File: src/rtl/core/sfr_pkg.sv
// ----------------------------------------------------------------------------
// sfr_pkg
// Shared types, constants and the acknowledge rule for the serial frame
// receiver.
// ----------------------------------------------------------------------------
package sfr_pkg;

    // longest run of bytes after the length byte before an overrun
    localparam int MAX_FRAME = 256;
    // counter holds up to MAX_FRAME + 1
    localparam int CNT_W = $clog2(MAX_FRAME + 2);

    localparam logic [7:0] START_NORMAL = 8'h04;
    localparam logic [7:0] START_DATA   = 8'h03;
    localparam logic [7:0] SEQ_MASK     = 8'h1f;
    localparam logic [7:0] SEQ_OFFSET   = 8'h08;

    // message types that are never acknowledged
    localparam logic [7:0] TYPE_0A = 8'h0a;
    localparam logic [7:0] TYPE_0C = 8'h0c;
    localparam logic [7:0] TYPE_0F = 8'h0f;
    localparam logic [7:0] TYPE_15 = 8'h15;
    localparam logic [7:0] TYPE_20 = 8'h20;
    localparam logic [7:0] TYPE_23 = 8'h23;
    localparam logic [7:0] TYPE_24 = 8'h24;
    localparam logic [7:0] TYPE_25 = 8'h25;
    localparam logic [7:0] TYPE_26 = 8'h26;
    localparam logic [7:0] TYPE_3F = 8'h3f;
    localparam logic [7:0] TYPE_4A = 8'h4a;
    localparam logic [7:0] TYPE_4C = 8'h4c;
    // acknowledged unless its length byte is the short length
    localparam logic [7:0] TYPE_27   = 8'h27;
    localparam logic [7:0] SHORT_LEN = 8'h02;

    typedef enum logic [1:0] {
        KIND_PAYLOAD = 2'd0,
        KIND_GOOD    = 2'd1,
        KIND_BAD     = 2'd2,
        KIND_OVERRUN = 2'd3
    } kind_t;

    typedef struct packed {
        kind_t       kind;
        logic [7:0]  data_byte;
        logic [2:0]  frame_kind;
        logic [7:0]  frame_type;
        logic [7:0]  frame_length;
        logic        ack_needed;
        logic [7:0]  ack_sequence;
    } result_t;

    function automatic logic ack_due(input logic [7:0] msg_type, input logic [7:0] len);
        logic due;
        due = 1'b1;
        if (msg_type inside {TYPE_0A, TYPE_0C, TYPE_0F, TYPE_15, TYPE_20, TYPE_23,
                             TYPE_24, TYPE_25, TYPE_26, TYPE_3F, TYPE_4A, TYPE_4C})
        begin
            due = 1'b0;
        end
        else if (msg_type == TYPE_27)
        begin
            due = (len != SHORT_LEN);
        end
        return due;
    endfunction

endpackage

File: src/rtl/core/sfr_in_reg.sv
// ----------------------------------------------------------------------------
// sfr_in_reg
// Input register: holds one received byte until the frame core takes it.
// ----------------------------------------------------------------------------
module sfr_in_reg (
    input  logic       clk,
    input  logic       rst_n,
    input  logic       in_valid,
    output logic       in_stall,
    input  logic [7:0] rx_byte,
    input  logic       take,
    output logic       hold_valid,
    output logic [7:0] hold_byte
);

    logic       valid_reg;
    logic [7:0] byte_reg;
    logic       load;

    // free when empty or when the held byte moves on this cycle
    assign in_stall   = valid_reg && !take;
    assign load       = in_valid && !in_stall;
    assign hold_valid = valid_reg;
    assign hold_byte  = byte_reg;

    always_ff @(posedge clk or negedge rst_n)
    begin
        if (!rst_n)
        begin
            valid_reg <= 1'b0;
        end
        else if (load)
        begin
            valid_reg <= 1'b1;
        end
        else if (take)
        begin
            valid_reg <= 1'b0;
        end
    end

    always_ff @(posedge clk)
    begin
        if (load)
        begin
            byte_reg <= rx_byte;
        end
    end

endmodule

File: src/rtl/core/sfr_frame_core.sv
// ----------------------------------------------------------------------------
// sfr_frame_core
// Frame state machine: start hunt, length, body bytes, checksum verdict and
// acknowledge decision. Produces at most one result per byte.
// ----------------------------------------------------------------------------
module sfr_frame_core (
    input  logic             clk,
    input  logic             rst_n,
    input  logic             step,
    input  logic [7:0]       rx_byte,
    output logic             res_valid,
    output sfr_pkg::result_t res
);

    typedef enum logic [1:0] {
        PH_HUNT = 2'd0,
        PH_LEN  = 2'd1,
        PH_MSG  = 2'd2
    } phase_t;

    phase_t                    phase_reg,   phase_next;
    logic [2:0]                start_reg,   start_next;
    logic [7:0]                len_reg,     len_next;
    logic [sfr_pkg::CNT_W-1:0] seen_reg,    seen_next;
    logic [7:0]                xor_reg,     xor_next;
    logic [7:0]                first_reg,   first_next;
    logic [7:0]                second_reg,  second_next;
    logic                      ack;

    always_comb
    begin
        phase_next  = phase_reg;
        start_next  = start_reg;
        len_next    = len_reg;
        seen_next   = seen_reg;
        xor_next    = xor_reg;
        first_next  = first_reg;
        second_next = second_reg;
        res_valid   = 1'b0;
        ack         = 1'b0;

        case (phase_reg)
            PH_LEN:
            begin
                len_next    = rx_byte;
                seen_next   = '0;
                xor_next    = xor_reg ^ rx_byte;
                first_next  = 8'h00;
                second_next = 8'h00;
                phase_next  = PH_MSG;
            end
            PH_MSG:
            begin
                seen_next = seen_reg + sfr_pkg::CNT_W'(1);
                if (seen_next == sfr_pkg::CNT_W'(1))
                begin
                    first_next = rx_byte;
                end
                else if (seen_next == sfr_pkg::CNT_W'(2))
                begin
                    second_next = rx_byte;
                end
                xor_next  = xor_reg ^ rx_byte;
                res_valid = 1'b1;
                if ((seen_next > sfr_pkg::CNT_W'(sfr_pkg::MAX_FRAME))
                    || (9'(seen_next) > {1'b0, len_reg}))
                begin
                    phase_next = PH_HUNT;
                end
            end
            default:
            begin
                phase_next = PH_HUNT;
                if (rx_byte == sfr_pkg::START_NORMAL || rx_byte == sfr_pkg::START_DATA)
                begin
                    start_next = rx_byte[2:0];
                    xor_next   = rx_byte;
                    phase_next = PH_LEN;
                end
            end
        endcase

        ack = sfr_pkg::ack_due(first_next, len_reg);

        res.kind         = sfr_pkg::KIND_PAYLOAD;
        res.data_byte    = 8'h00;
        res.frame_kind   = start_reg;
        res.frame_type   = first_next;
        res.frame_length = len_reg;
        res.ack_needed   = 1'b0;
        res.ack_sequence = 8'h00;

        // overrun takes precedence over the checksum test
        if (seen_next > sfr_pkg::CNT_W'(sfr_pkg::MAX_FRAME))
        begin
            res.kind = sfr_pkg::KIND_OVERRUN;
        end
        else if (9'(seen_next) > {1'b0, len_reg})
        begin
            if (rx_byte == xor_reg)
            begin
                res.kind       = sfr_pkg::KIND_GOOD;
                res.ack_needed = ack;
                if (ack)
                begin
                    res.ack_sequence = (second_next & sfr_pkg::SEQ_MASK)
                                       - sfr_pkg::SEQ_OFFSET;
                end
            end
            else
            begin
                res.kind = sfr_pkg::KIND_BAD;
            end
        end
        else
        begin
            res.data_byte = rx_byte;
        end
    end

    always_ff @(posedge clk or negedge rst_n)
    begin
        if (!rst_n)
        begin
            phase_reg  <= PH_HUNT;
            start_reg  <= 3'd0;
            len_reg    <= 8'h00;
            seen_reg   <= '0;
            xor_reg    <= 8'h00;
            first_reg  <= 8'h00;
            second_reg <= 8'h00;
        end
        else if (step)
        begin
            phase_reg  <= phase_next;
            start_reg  <= start_next;
            len_reg    <= len_next;
            seen_reg   <= seen_next;
            xor_reg    <= xor_next;
            first_reg  <= first_next;
            second_reg <= second_next;
        end
    end

endmodule

File: src/rtl/core/sfr_out_reg.sv
// ----------------------------------------------------------------------------
// sfr_out_reg
// Result register: holds one result until the downstream side takes it.
// ----------------------------------------------------------------------------
module sfr_out_reg (
    input  logic             clk,
    input  logic             rst_n,
    input  logic             load,
    input  sfr_pkg::result_t res,
    output logic             free,
    output logic             out_valid,
    input  logic             out_stall,
    output logic [1:0]       kind,
    output logic [7:0]       data_byte,
    output logic [2:0]       frame_kind,
    output logic [7:0]       frame_type,
    output logic [7:0]       frame_length,
    output logic             ack_needed,
    output logic [7:0]       ack_sequence
);

    logic             valid_reg;
    sfr_pkg::result_t res_reg;

    assign free         = !valid_reg || !out_stall;
    assign out_valid    = valid_reg;
    assign kind         = res_reg.kind;
    assign data_byte    = res_reg.data_byte;
    assign frame_kind   = res_reg.frame_kind;
    assign frame_type   = res_reg.frame_type;
    assign frame_length = res_reg.frame_length;
    assign ack_needed   = res_reg.ack_needed;
    assign ack_sequence = res_reg.ack_sequence;

    always_ff @(posedge clk or negedge rst_n)
    begin
        if (!rst_n)
        begin
            valid_reg <= 1'b0;
        end
        else if (free)
        begin
            valid_reg <= load;
        end
    end

    always_ff @(posedge clk)
    begin
        if (free && load)
        begin
            res_reg <= res;
        end
    end

endmodule

File: src/rtl/core/serial_frame_receiver_with_ack_unit.sv
// ----------------------------------------------------------------------------
// serial_frame_receiver_with_ack_unit
// Framed byte receiver with checksum verdict and acknowledge decision.
// ----------------------------------------------------------------------------
// path: a byte is held in the input register, and its result is then held in the
//   result register, which drives the outputs
// throughput: one byte per cycle; the input holds only while the result
//   register is full and stalled
// reset: asynchronous, returns to start-byte hunt with all frame state cleared
// ----------------------------------------------------------------------------
module serial_frame_receiver_with_ack_unit (
    input  logic       clk,
    input  logic       rst_n,
    input  logic       in_valid,
    output logic       in_stall,
    input  logic [7:0] rx_byte,
    output logic       out_valid,
    input  logic       out_stall,
    output logic [1:0] kind,
    output logic [7:0] data_byte,
    output logic [2:0] frame_kind,
    output logic [7:0] frame_type,
    output logic [7:0] frame_length,
    output logic       ack_needed,
    output logic [7:0] ack_sequence
);

    logic             hold_valid;
    logic [7:0]       hold_byte;
    logic             out_free;
    logic             step;
    logic             res_valid;
    sfr_pkg::result_t res;

    // a held byte moves on whenever the result register can take a result
    assign step = hold_valid && out_free;

    sfr_in_reg u_in_reg (
        .clk        (clk),
        .rst_n      (rst_n),
        .in_valid   (in_valid),
        .in_stall   (in_stall),
        .rx_byte    (rx_byte),
        .take       (step),
        .hold_valid (hold_valid),
        .hold_byte  (hold_byte)
    );

    sfr_frame_core u_core (
        .clk       (clk),
        .rst_n     (rst_n),
        .step      (step),
        .rx_byte   (hold_byte),
        .res_valid (res_valid),
        .res       (res)
    );

    sfr_out_reg u_out_reg (
        .clk          (clk),
        .rst_n        (rst_n),
        .load         (step && res_valid),
        .res          (res),
        .free         (out_free),
        .out_valid    (out_valid),
        .out_stall    (out_stall),
        .kind         (kind),
        .data_byte    (data_byte),
        .frame_kind   (frame_kind),
        .frame_type   (frame_type),
        .frame_length (frame_length),
        .ack_needed   (ack_needed),
        .ack_sequence (ack_sequence)
    );

    // a new result only follows a core step
    a_result_from_step: assert property (@(posedge clk) disable iff (!rst_n)
        $rose(out_valid) |-> $past(step))
        else $error("result appeared without a core step");

    // the core never steps into a full, stalled result register
    a_no_overwrite: assert property (@(posedge clk) disable iff (!rst_n)
        !(step && out_valid && out_stall))
        else $error("core stepped while result register was blocked");

    // acknowledge only on a good frame
    a_ack_good_only: assert property (@(posedge clk) disable iff (!rst_n)
        (out_valid && ack_needed) |-> (kind == sfr_pkg::KIND_GOOD))
        else $error("acknowledge flagged on a non-good result");

endmodule

File: config.mk
export PLATFORM = sky130hd
export DESIGN_NAME = serial_frame_receiver_with_ack_unit
export DESIGN_NICKNAME = d
export VERILOG_FILES = /design/src/rtl/core/sfr_pkg.sv /design/src/rtl/core/sfr_in_reg.sv /design/src/rtl/core/sfr_frame_core.sv /design/src/rtl/core/sfr_out_reg.sv /design/src/rtl/core/serial_frame_receiver_with_ack_unit.sv
export SDC_FILE = /design/constraint.sdc
export NUM_CORES = 1
export LEC_CHECK = 0
export BUFFER_PORTS_ARGS = -buffer_cell sky130_fd_sc_hd__buf_2
export CORE_ASPECT_RATIO = 0.5
export CORE_MARGIN = 5
export CORE_UTILIZATION = 50
export DETAILED_ROUTE_END_ITERATION = 6
export PLACE_DENSITY = 0.73
export SETUP_SLACK_MARGIN = 0.15
export SLEW_MARGIN = 20
export SYNTH_ARGS = -nofsm -noshare
export SYNTH_HDL_FRONTEND = slang
export SYNTH_SLANG_ARGS = --single-unit
File: constraint.sdc
create_clock -name clk -period 3.72 [get_ports clk]
set_input_delay 0.558 -clock clk [delete_from_list [all_inputs] [get_ports clk]]
set_output_delay 0.558 -clock clk [all_outputs]
set_load 0.05 [all_outputs]
* Word level (Yosys, flattened, before mapping)
Index checks and enable logic that the tools add are counted.
Operators by class: $add $sub $neg 2, multiply operators 0, divide/modulo/power cells 0, magnitude comparators 4, eq/ne operators 22, shift operators 0, multiplexer cells 18, bitwise logic cells 5, reductions and logical operators 23
Operators with widths (number):
- $eq 8x6->1 const B | 7
- $eq 8x4->1 const B | 3
- $mux 8 | 3
- $gt 9x8->1 | 2
- $gt 9x9->1 const B | 2
- $pmux 9 s2 | 1
- $eq 8x7->1 const B | 2
- $pmux 8 s2 | 1
- $reduce_bool 12->1 | 1
- $mux 5 | 2
- $pmux 5 s2 | 1
- $add 9x1->9 const B | 1
- $eq 9x1->1 const B | 1
- $eq 9x2->1 const B | 1
- $eq 8x2->1 const B | 1
- $eq 8x3->1 const B | 1
- $eq 8x5->1 const B | 1
- $eq 8x8->1 | 1
- $ne 8x2->1 const B | 1
- $xor 8x8->8 | 1
- $mux 1 | 6
- $mux 2 | 3
- $reduce_and 2->1 | 3
- $sub 5x4->6 const B | 1
- 13 further kinds | 27
Word-level totals: flip-flop bits (word level) 91, latch bits 0, bits in writable memories 0, bits in read-only memories 0, bits of input ports 12, output and inout bits 40, logic and storage cells 91, memories 0

* Logic depth before layout (Yosys ltp)
depth in word-level cells 9, gate-level depth with buffers 16, mapped depth without buffers 16

* By module
Synthesis repeated with hierarchy kept, for this count alone.
Second synthesis, totals: cell total of the unflattened synthesis 481, area, all modules 5178.7 um2
By module, submodules not included:
- sfr_frame_core | instances 1, cells an instance 424, area each 3679.8 um2, seq. area each 1076.0 um2
- sfr_out_reg | instances 1, cells an instance 42, area each 1188.6 um2, seq. area each 1166.1 um2
- sfr_in_reg | instances 1, cells an instance 13, area each 297.8 um2, seq. area each 265.3 um2
- serial_frame_receiver_with_ack_unit | instances 1, cells an instance 2, area each 12.5 um2, seq. area each 0.0 um2

* Worst setup path before layout
Ideal clock, no wire load.
path type register -> register, start register u_core.phase_reg[1], end register u_out_reg.res_reg, in the netlist u_out_reg.kind[0], data pin, library setup time 265 ps, arrival 2921 ps, data required time 3455 ps, path slack 534 ps, cell stages (with the launch flop) 14, buffers on the path 3, clock period less this slack 3186 ps, cell sequence dfrtp_1 > ha_1 > clkbuf_1 > clkbuf_1 > o21ai_0 > ha_1 > nor2b_1 > o21a_1 > o21a_1 > o21a_1 > o2111ai_1 > and3_1 > clkbuf_1 > o21ai_0
On the way: longest elaborated chain between the ends 4, elaborated cells on any way between the ends 6, those cells by class order compare: 2; eq/ne: 2; mux: 2
Ends and longest elaborated chain:
- from (decl) | line sfr_frame_core.sv:21 | phase_t phase_reg, phase_next;
- from (signal assigned) | line sfr_frame_core.sv:135 | phase_reg <= phase_next;
- $eq 2x2->1 / $eq 2x1->1 (equally long branches) | line sfr_frame_core.sv:42 | case (phase_reg)
- $pmux 9 s2 * | line sfr_frame_core.sv:42
- named net u_core.seen_next, one bit | line sfr_frame_core.sv:24 | logic [sfr_pkg::CNT_W-1:0] seen_reg, seen_next;
- $gt 9x8->1 | line sfr_frame_core.sv:98 | else if (9'(seen_next) > {1'b0, len_reg})
- $mux 2 | line sfr_frame_core.sv:98
- to (signal assigned) | line sfr_out_reg.sv:51 | res_reg <= res;
- to (decl) | line sfr_out_reg.sv:23 | sfr_pkg::result_t res_reg;
The timed path passes the listed nets; every way through them passes the cells marked *. A chain may end at the register's enable or synchronous reset.

==> results summary <==
The most common cell after layout, fill and taps aside is nand2_1. The endpoint of the most critical register-to-register path is u_out_reg.ack_sequence[6]. The count of pins on the block boundary came out at between 50 and 60. The design draws 2.77 mW. The number of global-route vias before repair is 3809. Setup repair after global routing left no endpoint under its margin.

The number of buffers added on ports came out at 51. The die span in y is roughly 80 um. The maximum vdd drop is about 0.00025 V. The deepest clock path buffer count is 2.

The leakage power came out at 2.38 nW. The die boundary width came out at 150 um. The tool flagged a number of max-cap violations equal to 0.

The post-synthesis net count is around 500. In this run the worst setup path begins at u_core.seen_reg[0]. The fraction of layout instances using a drive strength above 1 came out at 23.5%. Data arrives at the worst endpoint at 3470 ps. The count of placed standard cells in the final layout, fillers left out came out at about 660. Dividing the detail-routed wire length by the instance count gives 18.1 um.

After floorplanning, the core was sized to cover 9480 um^2. After synthesis, the share of flip-flops with an asynchronous set or reset is 50.6%. The first-pass iteration count of the detailed router came out at 5. In the layout the commonest cells are nand2_1, buf_2, edfxtp_1. TritonCTS built the clock tree. The global-route usage over all layers came out at 21.0%. STA classifies the critical path startpoint as a flip-flop. Power spread over the standard cell area amounts to 491 nW/um^2. For this run, the register share of the synthesized area comes to about half. The number of buffers created by CTS is 9. The post-route minimum period is 3380 ps.

Summing all placed instances gives a cell area of 5290 um^2. The total non-filler cell area in the finished layout came out at 5650 um^2. The number of standard cells after synthesis came out at approximately 470. After the last flow step, the layout net total stands at ~560. The actual transition at the worst max-transition pin is ~780 ps. The remaining design rule violation count came out at 0.

The initial antenna violation count is 0. Once detail routing completed, the nets flagged for antenna violations numbered 0. The number of sinks on the clock net is 89. The largest clock skew in the final design is 9.48 ps.

The floorplan step defined a die boundary enclosing 11900 um^2. The post-synthesis cell area came out at 4870 um^2. The signal on the critical path passes through ha_2 -> and3_1 -> nand3_2 -> o32a_2 -> a2111o_1 -> a22o_1 -> xor2_1 -> a211oi_1 -> a31o_4 -> nor3_1. The number of antenna repair diodes is 0. The flip-flop and latch count after synthesis came out at between 80 and 90. The wire length of the first global-routing pass came out at about 19000 um. The largest fanout on the critical path is 7. After clock tree synthesis, the clock-pin slew on the worst setup and hold paths is 60 ps.

Compared with the post-synthesis result, the final layout area differs by 16.0%. On the worst path, the slowest cell contributes a delay of 570 ps. The final number of hold-violating endpoints came out at 0.

The clock tree root buffer cell is clkbuf_16. After global routing the overflow that remains totals 0. Clock latency on the worst-skew pair, taken at its later pin, is 340 ps.

The number of H-tree levels came out at 3. Using the TritonRoute via totals, the vias-per-cell ratio works out to 5.88. The routed wire length came out at between 10000 and 15000 um. For this design, the slowest cell found on the critical path is a2111o_1. The effective utilization at floorplan is 51.4%. The number of warning messages in the yosys log is 0. The run finished with clean final reports.

Dividing the final minimum period by the clock period gives around nine tenths. The count of flip-flops with a built-in enable after synthesis is 44. Setup violations remaining at the end of the flow were counted as 0. The depth of the worst register-to-register path is 10. The weighted congestion reported at the end of routability-driven placement is 0.884.

The start-to-end type of the worst setup path is flip-flop to flip-flop. After floorplanning, the core was divided into 25 placement rows. The launch point of the worst reg-to-reg path is u_core.seen_reg[0]. The half-perimeter wire length after detailed placement came out at slightly above 8000 um. The reg2reg setup slack is approximately 340 ps.

The total setup buffers inserted after CTS is 0. The flip-flop count of the largest register, all copies and words added came out at 9. The number of distinct library cell variants in the gate-level netlist after synthesis is 60. In the synthesized netlist the dominant register cell turns out to be dfrtp_1.

Entering global routing, the biggest net connects 36 pins. The number of placed cells counting well taps is approximately 650. The critical path ends at u_out_reg.ack_sequence[6]. The fraction of the core area covered by cells at the end of the flow is between 50 and 60%. The synthesized area per cell came out at around 10 um^2. The final setup TNS is 0 ps. The starting DRC count in detailed routing is 356. The capturing element type of the critical path is a flip-flop.

Derived from the worst setup path, the maximum achievable clock frequency is 0.296 GHz. The total number of vias came out at between 3000 and 4000. The min-delay analysis places its worst path in the category input pin to async pin. The critical path required time came out at 3810 ps. Measured against its own limit, the worst slew margin works out to 47.7%. The total of fill cells in the finished design came out at 798. The final number of max-transition violations came out at 0.
[cell type report]
type,count,area [um^2],area share (%)
multi-input cells,329,2240,39.6
repair buffers,66,368,6.51
inverters,27,101,1.79
flip-flops and latches,89,2450,43.4
clock inverters,4,56.3,0.996
well taps,135,169,2.99
clock buffers,12,268,4.74
[worst max-delay path: cells and delay by family, from the launching register on]
family | cells | cell delay, ps
XOR/XNOR | 1 | 190
flip-flops | 1 | 460
AO/OA/AOI/OAI | 5 | 1680
adder cells (fa/ha/maj) | 1 | 300
AND/OR/NAND/NOR | 3 | 500
[worst min-delay path by stage]
stage	startpoint	depth (start not counted)	slack (ps)	to
finish	rst_n	1	270	u_core.seen_reg[6]
detailed placement	u_core.start_reg[2]	0	430	u_out_reg.frame_kind[2]
CTS	rst_n	1	290	u_core.len_reg[4]
floorplan	rst_n	0	260	u_core.first_reg[0]
global placement	u_core.start_reg[1]	0	430	u_out_reg.frame_kind[1]
global route	rst_n	1	330	u_core.seen_reg[5]
[synth_stat cells (all sizes together), types with 8 or more instances]
cell | instances | share of area, %
a21oi | 19 | 2.0
a22oi | 14 | 2.6
and2 | 12 | 1.5
buf | 10 | 1.3
clkbuf | 17 | 1.3
dfrtp | 45 | 23
edfxtp | 44 | 27
ha | 22 | 5.7
inv | 26 | 2.0
mux2 | 12 | 2.8
nand2 | 66 | 5.1
nand3 | 8 | 0.92
nand4 | 8 | 1.2
nor2 | 17 | 1.3
nor2b | 13 | 1.7
nor3 | 15 | 2.0
o21a | 8 | 1.2
o21ai | 37 | 3.8
xnor2 | 8 | 1.4
[cell families after synthesis]
logic type	synth area share, %
simple gates	17.3
compound gates	16.8
flops	50.2
buf+inv	4.65
fa+ha+maj	5.65
xor+xnor	2.34
mux	2.98
[timing repair]
action,4_1_cts,5_1_grt
setup endpoints to repair,0,7
resized for setup,0,9
hold buffers,0,0
[routing by layer]
| metal | share of wire (%) | wire length (um) | track usage, % |
|---|---|---|---|
| met5 | 0 | 0 | 0 |
| met4 | 2.0 | 242 | 8.04 |
| met3 | 6.5 | 776 | 4.71 |
| met2 | 46 | 5520 | 33.1 |
| met1 | 46 | 5460 | 28.6 |
[through the flow]
| stage | setup WS (ps) | hold WS [ps] |
|---|---|---|
| 2_1_floorplan | 534 | 262 |
| 3_3_place_gp | 349 | 426 |
| 3_5_place_dp | 252 | 431 |
| 4_1_cts | 188 | 287 |
| 5_1_grt | 163 | 325 |
| 6_report | 337 | 267 |
[power by group]
| group | internal [mW] | switching (mW) | total [mW] |
|---|---|---|---|
| sequential | 1.13 | 0.102 | 1.23 |
| combinational | 0.251 | 0.330 | 0.581 |
| clock | 0.586 | 0.377 | 0.963 |
| total | 1.96 | 0.809 | 2.77 |
Note: power is estimated with default switching activity, not from simulation.
